File: src/rrts_pkg.sv
`default_nettype none
// ----------------------------------------------------------------------------
// rrts_pkg
// Shared types and constants for the round-robin time-slice scheduler.
// ----------------------------------------------------------------------------
package rrts_pkg;

    localparam int QUEUE_DEPTH = 16;
    localparam int ID_BITS     = 8;
    localparam int PTR_W       = $clog2(QUEUE_DEPTH);
    localparam int CNT_W       = $clog2(QUEUE_DEPTH + 1);

    localparam int TASK_W      = 8;
    localparam int BURST_W     = 16;
    localparam int TIME_W      = 32;
    localparam int QUANT_W     = 16;
    localparam int COST_W      = 8;
    localparam int KIND_W      = 2;

    localparam int CFG_ADDR_W  = 1;
    localparam int CFG_DATA_W  = 16;
    localparam int IN_DATA_W   = 24;
    localparam int IN_USER_W   = 1;
    localparam int OUT_DATA_W  = 40;

    localparam logic [QUANT_W-1:0] QUANTUM_RESET = 16'd4;
    localparam logic [COST_W-1:0]  COST_RESET    = 8'd0;

    localparam logic CMD_ARRIVAL = 1'b0;
    localparam logic CMD_TICK    = 1'b1;

    localparam logic [CFG_ADDR_W-1:0] REG_QUANTUM = 1'b0;
    localparam logic [CFG_ADDR_W-1:0] REG_SWITCH  = 1'b1;

    typedef enum logic [KIND_W-1:0] {
        KIND_RUNS     = 2'd0,
        KIND_ARRIVES  = 2'd1,
        KIND_FINISHED = 2'd2,
        KIND_REJECTED = 2'd3
    } kind_t;

    typedef logic [ID_BITS-1:0] id_t;

    typedef struct packed {
        kind_t               kind;
        logic [TASK_W-1:0]   ev_task;
        logic [TIME_W-1:0]   ev_time;
    } result_t;

    typedef struct packed {
        logic                push;
        logic                pop;
        id_t                 push_id;
        logic [BURST_W-1:0]  push_rem;
    } q_ctrl_t;

    typedef struct packed {
        logic [CNT_W-1:0]    count;
        id_t                 head_id;
        logic [BURST_W-1:0]  head_rem;
    } q_stat_t;

endpackage
`default_nettype wire

File: src/rrts_queue.sv
`default_nettype none
// ----------------------------------------------------------------------------
// rrts_queue
// FIFO ready queue of (task id, remaining work); pop and push in the same cycle.
// ----------------------------------------------------------------------------
module rrts_queue (
    input  wire logic              clk,
    input  wire logic              rst_n,
    input  wire rrts_pkg::q_ctrl_t ctrl,
    output rrts_pkg::q_stat_t      stat
);
    import rrts_pkg::*;

    id_t                 id_mem  [QUEUE_DEPTH];
    logic [BURST_W-1:0]  rem_mem [QUEUE_DEPTH];

    logic [PTR_W-1:0] head_reg, head_next;
    logic [PTR_W-1:0] tail_reg, tail_next;
    logic [CNT_W-1:0] count_reg, count_next;

    function automatic logic [PTR_W-1:0] ptr_inc(input logic [PTR_W-1:0] p);
        ptr_inc = (p == PTR_W'(QUEUE_DEPTH - 1)) ? '0 : p + PTR_W'(1);
    endfunction

    always_comb
    begin
        head_next  = ctrl.pop  ? ptr_inc(head_reg) : head_reg;
        tail_next  = ctrl.push ? ptr_inc(tail_reg) : tail_reg;
        count_next = count_reg + CNT_W'(ctrl.push) - CNT_W'(ctrl.pop);
    end

    always_ff @(posedge clk or negedge rst_n)
    begin
        if (!rst_n)
        begin
            head_reg  <= '0;
            tail_reg  <= '0;
            count_reg <= '0;
        end
        else
        begin
            head_reg  <= head_next;
            tail_reg  <= tail_next;
            count_reg <= count_next;
        end
    end

    always_ff @(posedge clk)
    begin
        if (ctrl.push)
        begin
            id_mem[tail_reg]  <= ctrl.push_id;
            rem_mem[tail_reg] <= ctrl.push_rem;
        end
    end

    assign stat.count    = count_reg;
    assign stat.head_id  = id_mem[head_reg];
    assign stat.head_rem = rem_mem[head_reg];

endmodule
`default_nettype wire

File: src/rrts_core.sv
`default_nettype none
// ----------------------------------------------------------------------------
// rrts_core
// Scheduler state and the one-pass step for an arrival or a tick beat.
// ----------------------------------------------------------------------------
module rrts_core (
    input  wire logic                          clk,
    input  wire logic                          rst_n,
    input  wire logic                          fire,
    input  wire logic                          cmd,
    input  wire logic [rrts_pkg::ID_BITS-1:0]  in_id,
    input  wire logic [rrts_pkg::BURST_W-1:0]  in_burst,
    input  wire logic [rrts_pkg::QUANT_W-1:0]  quantum,
    input  wire logic [rrts_pkg::COST_W-1:0]   switch_cost,
    input  wire rrts_pkg::q_stat_t             q_stat,
    output rrts_pkg::q_ctrl_t                  q_ctrl,
    output rrts_pkg::result_t                  res0,
    output rrts_pkg::result_t                  res1,
    output logic [1:0]                         res_cnt
);
    import rrts_pkg::*;

    logic                running_valid_reg, running_valid_next;
    id_t                 running_id_reg, running_id_next;
    logic [BURST_W-1:0]  running_rem_reg, running_rem_next;
    logic [QUANT_W-1:0]  slice_reg, slice_next;
    logic [TIME_W-1:0]   time_reg, time_next;

    logic                ld_valid;
    id_t                 ld_id;
    logic [BURST_W-1:0]  ld_rem;
    logic [QUANT_W-1:0]  ld_slice;
    logic                popped;
    logic [CNT_W-1:0]    cnt_after;
    logic [BURST_W-1:0]  rem_dec;
    logic [QUANT_W-1:0]  slice_inc;
    logic [TIME_W-1:0]   time_inc;
    logic [TIME_W-1:0]   time_cost;
    logic                q_push, q_pop;
    result_t             fin;

    always_comb
    begin
        running_valid_next = running_valid_reg;
        running_id_next    = running_id_reg;
        running_rem_next   = running_rem_reg;
        slice_next         = slice_reg;
        time_next          = time_reg;
        q_push             = 1'b0;
        q_pop              = 1'b0;
        q_ctrl.push_id     = in_id;
        q_ctrl.push_rem    = in_burst;
        res0               = '0;
        res1               = '0;
        res_cnt            = 2'd0;

        ld_valid  = running_valid_reg;
        ld_id     = running_id_reg;
        ld_rem    = running_rem_reg;
        ld_slice  = slice_reg;
        popped    = 1'b0;
        cnt_after = q_stat.count;
        rem_dec   = '0;
        slice_inc = '0;
        time_inc  = time_reg + TIME_W'(1);
        time_cost = time_inc + TIME_W'(switch_cost);
        fin       = '0;

        if (cmd == CMD_ARRIVAL)
        begin
            if (q_stat.count == CNT_W'(QUEUE_DEPTH))
            begin
                res0    = '{KIND_REJECTED, TASK_W'(in_id), time_reg};
                res_cnt = 2'd1;
            end
            else
            begin
                q_push    = 1'b1;
                res0      = '{KIND_ARRIVES, TASK_W'(in_id), time_reg};
                time_next = time_reg + TIME_W'(switch_cost);
                if (running_valid_reg)
                begin
                    res1    = '{KIND_RUNS, TASK_W'(running_id_reg), time_next};
                    res_cnt = 2'd2;
                end
                else
                begin
                    res_cnt = 2'd1;
                end
            end
        end
        else
        begin
            if (!running_valid_reg && (q_stat.count != '0))
            begin
                q_pop     = 1'b1;
                popped    = 1'b1;
                ld_valid  = 1'b1;
                ld_id     = q_stat.head_id;
                ld_rem    = q_stat.head_rem;
                ld_slice  = '0;
                cnt_after = q_stat.count - CNT_W'(1);
                res0      = '{KIND_RUNS, TASK_W'(q_stat.head_id), time_reg};
                res_cnt   = 2'd1;
            end

            if (!ld_valid)
            begin
                time_next = time_inc;
            end
            else
            begin
                rem_dec          = (ld_rem != '0) ? ld_rem - BURST_W'(1) : '0;
                slice_inc        = ld_slice + QUANT_W'(1);
                running_id_next  = ld_id;
                running_rem_next = rem_dec;
                time_next        = time_inc;
                if (rem_dec == '0)
                begin
                    fin = '{KIND_FINISHED, TASK_W'(ld_id), time_inc};
                    if (popped)
                    begin
                        res1    = fin;
                        res_cnt = 2'd2;
                    end
                    else
                    begin
                        res0    = fin;
                        res_cnt = 2'd1;
                    end
                    running_valid_next = 1'b0;
                    slice_next         = '0;
                    if (cnt_after != '0)
                    begin
                        time_next = time_cost;
                    end
                end
                else if (slice_inc >= quantum)
                begin
                    slice_next = '0;
                    if (cnt_after < CNT_W'(QUEUE_DEPTH))
                    begin
                        q_push             = 1'b1;
                        q_ctrl.push_id     = ld_id;
                        q_ctrl.push_rem    = rem_dec;
                        running_valid_next = 1'b0;
                        time_next          = time_cost;
                    end
                    else
                    begin
                        running_valid_next = 1'b1;
                    end
                end
                else
                begin
                    running_valid_next = 1'b1;
                    slice_next         = slice_inc;
                end
            end
        end

        q_ctrl.push = fire && q_push;
        q_ctrl.pop  = fire && q_pop;
    end

    always_ff @(posedge clk or negedge rst_n)
    begin
        if (!rst_n)
        begin
            running_valid_reg <= 1'b0;
            running_id_reg    <= '0;
            running_rem_reg   <= '0;
            slice_reg         <= '0;
            time_reg          <= '0;
        end
        else if (fire)
        begin
            running_valid_reg <= running_valid_next;
            running_id_reg    <= running_id_next;
            running_rem_reg   <= running_rem_next;
            slice_reg         <= slice_next;
            time_reg          <= time_next;
        end
    end

endmodule
`default_nettype wire

File: src/rrts_outbuf.sv
`default_nettype none
// ----------------------------------------------------------------------------
// rrts_outbuf
// Two-entry result register; drains one beat per cycle onto the master side while m_axis_tready is high.
// ----------------------------------------------------------------------------
module rrts_outbuf (
    input  wire logic                             clk,
    input  wire logic                             rst_n,
    input  wire logic                             fire,
    input  wire logic [1:0]                       res_cnt,
    input  wire rrts_pkg::result_t                res0,
    input  wire rrts_pkg::result_t                res1,
    output logic                                  free,
    output logic                                  m_axis_tvalid,
    input  wire logic                             m_axis_tready,
    output logic [rrts_pkg::OUT_DATA_W-1:0]       m_axis_tdata,  // event_task, event_time
    output logic [rrts_pkg::KIND_W-1:0]           m_axis_tuser,  // event_kind
    output logic                                  m_axis_tlast
);
    import rrts_pkg::*;

    result_t    slot0_reg, slot1_reg;
    logic [1:0] cnt_reg;
    logic       beat;

    assign beat = m_axis_tvalid && m_axis_tready;
    assign free = (cnt_reg == 2'd0) || ((cnt_reg == 2'd1) && m_axis_tready);

    always_ff @(posedge clk or negedge rst_n)
    begin
        if (!rst_n)
        begin
            cnt_reg <= 2'd0;
        end
        else if (fire && (res_cnt != 2'd0))
        begin
            cnt_reg <= res_cnt;
        end
        else if (beat)
        begin
            cnt_reg <= cnt_reg - 2'd1;
        end
    end

    always_ff @(posedge clk)
    begin
        if (fire && (res_cnt != 2'd0))
        begin
            slot0_reg <= res0;
            slot1_reg <= res1;
        end
        else if (beat)
        begin
            slot0_reg <= slot1_reg;
        end
    end

    assign m_axis_tvalid = (cnt_reg != 2'd0);
    assign m_axis_tdata  = {slot0_reg.ev_time, slot0_reg.ev_task};
    assign m_axis_tuser  = slot0_reg.kind;
    assign m_axis_tlast  = (cnt_reg == 2'd1);

endmodule
`default_nettype wire

File: src/round_robin_time_slice_scheduler.sv
`default_nettype none
// ----------------------------------------------------------------------------
// round_robin_time_slice_scheduler
// Round-robin scheduler with a time quantum, FIFO ready queue and switch cost.
// An input beat goes to the input register, then its results to the result register,
// which offers the first result beat; while it is full the input register waits.
// Throughput: one input beat per cycle when it yields at most one result and
// m_axis_tready is high; after two results the next waits on the single master port.
// Reset (rst_n, async): queue empty, no task loaded, time 0,
// quantum_length 4, switch_cost 0.
// ----------------------------------------------------------------------------
module round_robin_time_slice_scheduler (
    input  wire logic                             clk,
    input  wire logic                             rst_n,
    input  wire logic                             s_axis_tvalid,
    output logic                                  s_axis_tready,
    input  wire logic [rrts_pkg::IN_DATA_W-1:0]   s_axis_tdata,  // task_id, burst_length
    input  wire logic [rrts_pkg::IN_USER_W-1:0]   s_axis_tuser,  // command
    output logic                                  m_axis_tvalid,
    input  wire logic                             m_axis_tready,
    output logic [rrts_pkg::OUT_DATA_W-1:0]       m_axis_tdata,  // event_task, event_time
    output logic [rrts_pkg::KIND_W-1:0]           m_axis_tuser,  // event_kind
    output logic                                  m_axis_tlast,
    input  wire logic                             cfg_we,
    input  wire logic [rrts_pkg::CFG_ADDR_W-1:0]  cfg_addr,
    input  wire logic [rrts_pkg::CFG_DATA_W-1:0]  cfg_data
);
    import rrts_pkg::*;

    logic                in_valid_reg;
    logic                in_cmd_reg;
    id_t                 in_id_reg;
    logic [BURST_W-1:0]  in_burst_reg;
    logic [QUANT_W-1:0]  quantum_reg;
    logic [COST_W-1:0]   cost_reg;

    logic                fire;
    logic                out_free;
    logic                in_beat;
    q_ctrl_t             q_ctrl;
    q_stat_t             q_stat;
    result_t             res0, res1;
    logic [1:0]          res_cnt;

    assign fire          = in_valid_reg && out_free;
    assign s_axis_tready = !in_valid_reg || fire;
    assign in_beat       = s_axis_tvalid && s_axis_tready;

    always_ff @(posedge clk or negedge rst_n)
    begin
        if (!rst_n)
        begin
            in_valid_reg <= 1'b0;
        end
        else if (in_beat)
        begin
            in_valid_reg <= 1'b1;
        end
        else if (fire)
        begin
            in_valid_reg <= 1'b0;
        end
    end

    always_ff @(posedge clk)
    begin
        if (in_beat)
        begin
            in_cmd_reg   <= s_axis_tuser[0];
            in_id_reg    <= s_axis_tdata[ID_BITS-1:0];
            in_burst_reg <= s_axis_tdata[TASK_W +: BURST_W];
        end
    end

    always_ff @(posedge clk or negedge rst_n)
    begin
        if (!rst_n)
        begin
            quantum_reg <= QUANTUM_RESET;
            cost_reg    <= COST_RESET;
        end
        else if (cfg_we)
        begin
            unique case (cfg_addr)
                REG_QUANTUM: quantum_reg <= cfg_data[QUANT_W-1:0];
                REG_SWITCH:  cost_reg    <= cfg_data[COST_W-1:0];
                default:     ;
            endcase
        end
    end

    rrts_queue u_queue (
        .clk   (clk),
        .rst_n (rst_n),
        .ctrl  (q_ctrl),
        .stat  (q_stat)
    );

    rrts_core u_core (
        .clk         (clk),
        .rst_n       (rst_n),
        .fire        (fire),
        .cmd         (in_cmd_reg),
        .in_id       (in_id_reg),
        .in_burst    (in_burst_reg),
        .quantum     (quantum_reg),
        .switch_cost (cost_reg),
        .q_stat      (q_stat),
        .q_ctrl      (q_ctrl),
        .res0        (res0),
        .res1        (res1),
        .res_cnt     (res_cnt)
    );

    rrts_outbuf u_outbuf (
        .clk           (clk),
        .rst_n         (rst_n),
        .fire          (fire),
        .res_cnt       (res_cnt),
        .res0          (res0),
        .res1          (res1),
        .free          (out_free),
        .m_axis_tvalid (m_axis_tvalid),
        .m_axis_tready (m_axis_tready),
        .m_axis_tdata  (m_axis_tdata),
        .m_axis_tuser  (m_axis_tuser),
        .m_axis_tlast  (m_axis_tlast)
    );

    a_queue_bound: assert property (@(posedge clk) disable iff (!rst_n)
        q_stat.count <= CNT_W'(QUEUE_DEPTH))
        else $error("ready queue count above depth");

    a_hold_input: assert property (@(posedge clk) disable iff (!rst_n)
        (in_valid_reg && !fire) |=> (in_valid_reg && $stable(in_burst_reg)
                                     && $stable(in_cmd_reg)))
        else $error("held input beat lost or changed");

    a_pair_not_last: assert property (@(posedge clk) disable iff (!rst_n)
        (fire && (res_cnt == 2'd2)) |=> (m_axis_tvalid && !m_axis_tlast))
        else $error("first of two results marked last");

    a_no_pop_on_empty: assert property (@(posedge clk) disable iff (!rst_n)
        q_ctrl.pop |-> (q_stat.count != '0))
        else $error("pop from empty ready queue");

endmodule
`default_nettype wire
File: config.mk
export PLATFORM = sky130hd
export DESIGN_NAME = round_robin_time_slice_scheduler
export DESIGN_NICKNAME = d
export VERILOG_FILES = /design/src/rrts_pkg.sv /design/src/rrts_queue.sv /design/src/rrts_core.sv /design/src/rrts_outbuf.sv /design/src/round_robin_time_slice_scheduler.sv
export SDC_FILE = /design/constraint.sdc
export NUM_CORES = 1
export LEC_CHECK = 0
export BUFFER_PORTS_ARGS = -buffer_cell sky130_fd_sc_hd__buf_2
export CAP_MARGIN = 20
export CORE_UTILIZATION = 63
export DETAILED_ROUTE_END_ITERATION = 8
export PLACE_DENSITY_LB_ADDON = 0.08
export SKIP_LAST_GASP = 1
export SYNTH_ARGS = -nofsm -noshare
export SYNTH_HDL_FRONTEND = slang
export SYNTH_SLANG_ARGS = --single-unit
File: constraint.sdc
create_clock -name clk -period 22.6 [get_ports clk]
set_input_delay 3.39 -clock clk [delete_from_list [all_inputs] [get_ports clk]]
set_output_delay 3.39 -clock clk [all_outputs]
set_load 0.01 [all_outputs]
==> results of run 1 <==
## final timing paths
check                                                 startpoint                                    end  slack [ps]  depth (start not counted)
min reg2reg                u_core.running_rem_reg[6]$_DFFE_PN0P_  u_core.running_rem_reg[6]$_DFFE_PN0P_         480                          2
max in group asynchronous                                  rst_n        u_core.time_reg[31]$_DFFE_PN0P_       18360                          2
min                        u_core.running_rem_reg[6]$_DFFE_PN0P_  u_core.running_rem_reg[6]$_DFFE_PN0P_         480                          2
min in group asynchronous                                  rst_n        u_core.slice_reg[9]$_DFFE_PN0P_        2900                          1
max reg2reg                      u_queue.head_reg[0]$_DFFE_PN0P_     u_outbuf.m_axis_tdata[8]$_DFFE_PP_       13430                         22
max                              u_queue.head_reg[0]$_DFFE_PN0P_     u_outbuf.m_axis_tdata[8]$_DFFE_PP_       13430                         22
## synthesized netlist by cell type (all sizes together) (6+ instances only)
master,number
nand2,242
a21oi,105
nand4,22
a22o,33
mux2i,63
ha,57
nand2b,10
xnor2,67
o21bai,10
nor2,124
nor4b,12
nor3b,6
nor4,16
o21a,6
mux2,38
clkbuf,105
xor2,20
nor2b,11
a221o,7
or3,20
a211oi,7
o41ai,6
o22a,7
a21boi,6
or4,11
o21ai,109
and2,24
nor3,55
o22ai,36
a21o,21
nand3,94
edfxtp,492
o31ai,18
o221ai,6
inv,62
buf,40
a22oi,12
a31oi,8
or2,9
o311ai,13
o211ai,28
dfrtp,112
and3,28
mux4,85
## logic make-up (layout without fill, tap and decap cells)
group,count (synthesis),in the layout,synth area share (%)
flops,605,605,59.3
fa+ha+maj,60,60,2.60
compound gates,472,472,10.8
buf+inv,207,330,2.90
simple gates,701,701,11.8
xor+xnor,87,87,2.57
mux,186,186,10.0
## layout by cell type (no fill, tap or decap), types with 11 or more instances in the layout
cell / instances
a21o_1: 21
a21oi_1: 104
a22o_1: 33
a22oi_1: 12
and2_1: 23
and3_1: 28
buf_2: 90
buf_4: 62
clkbuf_1: 19
clkbuf_16: 61
clkinv_1: 11
dfrtp_1: 109
edfxtp_1: 492
ha_1: 57
inv_1: 56
mux2_2: 37
mux2i_1: 63
mux4_2: 85
nand2_1: 239
nand3_1: 93
nand4_1: 22
nor2_1: 120
nor3_1: 52
nor4_1: 15
o211ai_1: 28
o21ai_0: 98
o22ai_1: 35
o31ai_1: 17
or3_1: 20
or4_1: 11
xnor2_1: 67
xor2_1: 20
## cell type report
type	instances	area (um2)	share of cell area, %
sequential	605	17600	53.7
multi-input combinational	1506	11300	34.3
tap	607	759	2.32
timing repair buffer	155	970	2.96
clock inverter	28	304	0.927
clock buffer	85	1670	5.08
inverter	62	233	0.709
## metrics by stage
| stage | area [um2] | total power [mW] | std cells |
|---|---|---|---|
| global route | 32800 | 4.56 | 3048 |
| floorplan | 29700 | 2.83 | 2318 |
| CTS | 32800 | 4.33 | 3046 |
| global placement | 30800 | 3.30 | 2933 |
| detailed placement | 30800 | 3.34 | 2933 |
| finish | 32800 | 4.35 | 3048 |
## power by group
part	internal [mW]	total (mW)	switching [mW]
sequential	1.47	1.64	0.165
combinational	0.647	1.72	1.07
clock	0.562	0.989	0.427
total	2.68	4.35	1.66
## worst register-to-register path, stage by stage (launching register included)
cell and delay [ps]:
dfrtp_4 850, buf_4 920, mux4_2 620, and2_1 190, o41ai_4 480, ha_1 320
o21a_1 250, nand3_4 110, nor4b_4 650, o221ai_2 240, nor4b_4 800, nand2_1 190
inv_2 440, ha_1 320, and3_1 150, o21ai_0 300, o21a_2 210, buf_4 510
clkinv_1 210, nand2_1 310, buf_4 400, a21oi_1 120, a211o_1 290
## routing by layer
layer	up-vias	GRT usage (%)
met1	10300	46.5
met5	-	0
li1	9028	-
met2	1033	55.4
met4	0	14.6
met3	227	5.56
==> flow_metrics.tcl, run 1 <==
set metrics [dict create \
    crit_path_cell_trace "buf_4, mux4_2, and2_1, o41ai_4, ha_1, o21a_1, nand3_4, nor4b_4, o221ai_2, nor4b_4, nand2_1, inv_2, ha_1, and3_1, o21ai_0, o21a_2, buf_4, clkinv_1, nand2_1, buf_4, a21oi_1, a211o_1" \
    rows 79 \
    vias_per_cell 6.74 \
    drt_wl_total_mm 80.7 \
    wl_met3_mm 6.32 \
    die_height_um 219 \
    start_kind "flop" \
    cap_violations 0 \
    path_max_fanout 64 \
    drt_iter0_markers 2470 \
    fin_util_pct 70.5 \
    largest_reg_flops 256 \
    hpwlAfterDp_mm 48.8 \
    dp_slack_ps 13500 \
    synth_top_area_share_pct 49.8 \
    path_delay_family "buffers and inverters" \
    yosys_most_used_dff "edfxtp_1" \
    coreArea_um2 46600 \
    critPathRequiredTime_ps 22980 \
    antenna_found_initial 0 \
    htree_levels 2 \
    grt_use_total_pct 34.3 \
    synthTopCellsByArea "edfxtp_1, dfrtp_1, mux4_2" \
    cts-resized-gates 0 \
    synthArstFlopShare_pct 18.7 \
    clk_latency_ps 660 \
    hold_path.class "reg2reg" \
    clk_pin_slew_ps 60 \
    drv_slew 0 \
    fin_worst_skew_ps 38.0 \
    clkSinkCount 605 \
    grt_pass1_vias 20300 \
    cp_num_buf_inv 5 \
    worst_pin_slew_ps 1090 \
    setup_viol 0 \
    setup_slack_ps 13430 \
    port_buffers 91 \
    cts_buffers 61 \
    drt-met1-wl_mm 32.6 \
    dr.pass1.iters 6 \
    final.period_utilization_pct 40.6 \
    die-area_um2 48000 \
    cts_buffer_depth 3 \
    hold_slack_ps 476 \
    dr.max_layer_used "met4" \
    fmax_ghz 0.109 \
    period_needed_ps 9170 \
    crit_slowest_cell "buf_4" \
    status "complete, no violations" \
    post-cts-setup-buffers 0 \
    area_growth_syn_to_layout_pct 10.5 \
    synth_cell_types 100 \
    cp.arrival_ps 9550 \
    critical_path_class "reg2reg" \
    total_leakage_power_nw 11.7 \
    route.detailed.drc 0 \
    synth_edf_count 492 \
    grt_overflow 0 \
    max_stage_delay_ps 910 \
    yosysSeqAreaShare_pct 59.3 \
    cts-root-buf "clkbuf_16" \
    drive_above_1_share_pct 17.2 \
    synth_area_leader_cell "edfxtp_1" \
    avgSynthCellArea_um2 12.8 \
    powerDensity_nw_per_um2 132 \
    cts_hold_buf 0 \
    final_nets 2498 \
    cts_tree "built" \
    grt_max_degree 101 \
    critPathMostFrequentCell "buf_4" \
    fillers 3157 \
    vias 20500 \
    syn_area_um2 29700 \
    ant_nets 0 \
    route.met2.wl_mm 38.9 \
    grt_first_pass_wirelength_mm 122 \
    die_w_um 219 \
    initial_utilization_pct 63.8 \
    hold_viol_final 0 \
    wl_per_cell_um 26.5 \
    ios 92 \
    ys_warn_count 0 \
    endpoint_kind "flop" \
    relSlewSlack_pct 26.9 \
    ys_ff_latch 605 \
    gp_congestion 0.978 \
    antenna_cells 0 \
    grt_setup_unrepaired "no" \
    syn-instance-count 2318 \
    vdd_drop_max_uv 90.1 \
    fin_tns_setup_ps 0 \
    synth_fp_nets 2425 \
]
No activity file was read; power rests on OpenSTA's default activity.
==> inputs of run 2 (changes only) <==
clock period = 9.5 ns   (was 22.6 ns; I/O delays follow)
==> run 2 against run 1 <==
Against the previous run: register-to-register slack got worse by 12000 ps; combinational power increased by 130%; critical path depth up 11; routed wire length down 0.97%; critical endpoint is now u_queue.count_reg[4]$_DFF_PN0_.
==> flow_metrics.tcl, run 2 (synthesis results as in run 1) <==
set metrics [dict create \
    setup_slack_ps 1650 \
    dp_slack_ps 1780 \
    vias_per_cell 6.74 \
    area_growth_syn_to_layout_pct 10.6 \
    fmax_ghz 0.127 \
    setup_viol 0 \
    r2r_start "u_queue.count_reg[1]$_DFF_PN0_" \
    reg2reg_setup_slack_ps 1650 \
    gp_congestion 0.988 \
    grt_first_pass_wirelength_mm 121 \
    reg2reg_to "u_queue.count_reg[4]$_DFF_PN0_" \
    largest_reg_flops 256 \
    rows 79 \
    ant_nets 0 \
    max_stage_delay_ps 520 \
    port_buffers 91 \
    grt_setup_unrepaired "no" \
    seq_area_um2 17600 \
    worst_pin_slew_ps 1100 \
    coreArea_um2 46600 \
    final_cell_mix "edfxtp_1, nand2_1, nor2_1" \
    hpwlAfterDp_mm 49.6 \
    hold_depth 2 \
    ios 92 \
    hold_path_startpoint "u_core.running_rem_reg[6]$_DFFE_PN0P_" \
    hold_path.class "reg2reg" \
    route.detailed.drc 0 \
    p_total_mw 10.4 \
    period_needed_ps 7850 \
    drt_iter0_markers 2594 \
    layout.cells.non_filler 3046 \
    post-cts-setup-buffers 0 \
    grt_use_total_pct 33.8 \
    drt_wl_total_mm 79.9 \
    clk_pin_slew_ps 70 \
    critical_path_class "reg2reg" \
    wl_per_cell_um 26.2 \
    grt_overflow 0 \
    final.period_utilization_pct 82.6 \
    drive_above_1_share_pct 17.6 \
    cts-resized-gates 0 \
    clk_latency_ps 650 \
    start_kind "flop" \
    fillers 3203 \
    cp_num_buf_inv 6 \
    die-area_um2 48000 \
    vias 20500 \
    drv_slew 0 \
    cap_violations 0 \
    cts_buffers 59 \
    layout_commonest_cell "edfxtp_1" \
    hold_viol_final 0 \
    grt_pass1_vias 20300 \
    dr.pass1.iters 8 \
    hold_path_end "u_core.running_rem_reg[6]$_DFFE_PN0P_" \
    initial_utilization_pct 63.8 \
    path_max_fanout 29 \
    cts-root-buf "clkbuf_16" \
    fin_tns_setup_ps 0 \
    powerDensity_nw_per_um2 317 \
    cts_buffer_depth 3 \
    fin_worst_skew_ps 22.6 \
    final_nets 2494 \
    status "complete, no violations" \
    critPathRequiredTime_ps 10060 \
    vdd_drop_max_uv 220 \
    final_area_um2 32800 \
    die_height_um 219 \
    crit_slowest_cell "buf_4" \
    dpl_cell_area_um2 30800 \
    dp_cells 2930 \
    die_w_um 219 \
    fin_util_pct 70.5 \
    relSlewSlack_pct 25.9 \
    multi_input_area_um2 11300 \
    cp.arrival_ps 8410 \
    clkSinkCount 605 \
    grt_max_degree 65 \
    total_leakage_power_nw 11.7 \
    hold_slack_ps 487 \
    cts_tree "built" \
    htree_levels 2 \
    path_delay_family "compound AO/OA/AOI/OAI gates" \
    cts_hold_buf 0 \
    rr_worst_depth 33 \
    endpoint_kind "flop" \
    antenna_found_initial 1 \
]
-- run 2: cell count changes in the layout (fill, tap and decap cells not counted), sizes merged --
cell,delta
bufinv,+3
clkinv,-1
diode,+1
clkinvlp,+5
buf,-1
clkbuf,-9
-- run 2: tightest hold or removal path: stages, from the launching register on --
cell	delay [ps]
dfrtp_1	350
nand2_1	50
nand2_1	60
-- run 2: metal layers --
layer | routed length (um) | up-vias | GRT usage, % | share of wire, %
li1 | - | 9026 | - | -
met2 | 38300 | 1066 | 54.9 | 48
met4 | 3200 | 0 | 14.3 | 4.0
met5 | 0 | - | 0 | 0
met3 | 6470 | 220 | 4.57 | 8.1
met1 | 32000 | 10200 | 46.2 | 40
-- run 2: worst max-delay path by stage --
stage	startpoint	endpoint	slack (ps)	depth (start not counted)
5_1_grt	u_queue.count_reg[2]$_DFF_PN0_	u_queue.count_reg[4]$_DFF_PN0_	1150	33
3_3_place_gp	u_queue.count_reg[1]$_DFF_PN0_	u_queue.count_reg[4]$_DFF_PN0_	2050	33
3_5_place_dp	u_queue.count_reg[1]$_DFF_PN0_	u_queue.count_reg[4]$_DFF_PN0_	1780	33
6_report	u_queue.count_reg[1]$_DFF_PN0_	u_queue.count_reg[4]$_DFF_PN0_	1650	33
4_1_cts	u_queue.count_reg[1]$_DFF_PN0_	u_queue.count_reg[4]$_DFF_PN0_	1740	33
2_1_floorplan	u_queue.count_reg[2]$_DFF_PN0_	u_queue.id_mem[7][0]$_DFFE_PP_	2370	26
-- run 2: power by group --
part           internal, mW  leakage (nW)  total (mW)  switching (mW)
registers              3.51          5.90        3.96           0.451
logic                  1.53          4.85        4.03            2.50
clock network          1.39         0.976        2.42            1.03
total                  6.42          11.7        10.4            3.99
-- run 2: final cells by class --
type | instances | share of cell area (%)
Inverter | 62 | 0.709
Clock inverter | 35 | 1.25
Timing Repair Buffer | 153 | 2.89
Tap cell | 607 | 2.31
Antenna cell | 1 | 0.00762
Clock buffer | 77 | 4.89
Multi-Input combinational cell | 1506 | 34.3
Sequential cell | 605 | 53.6
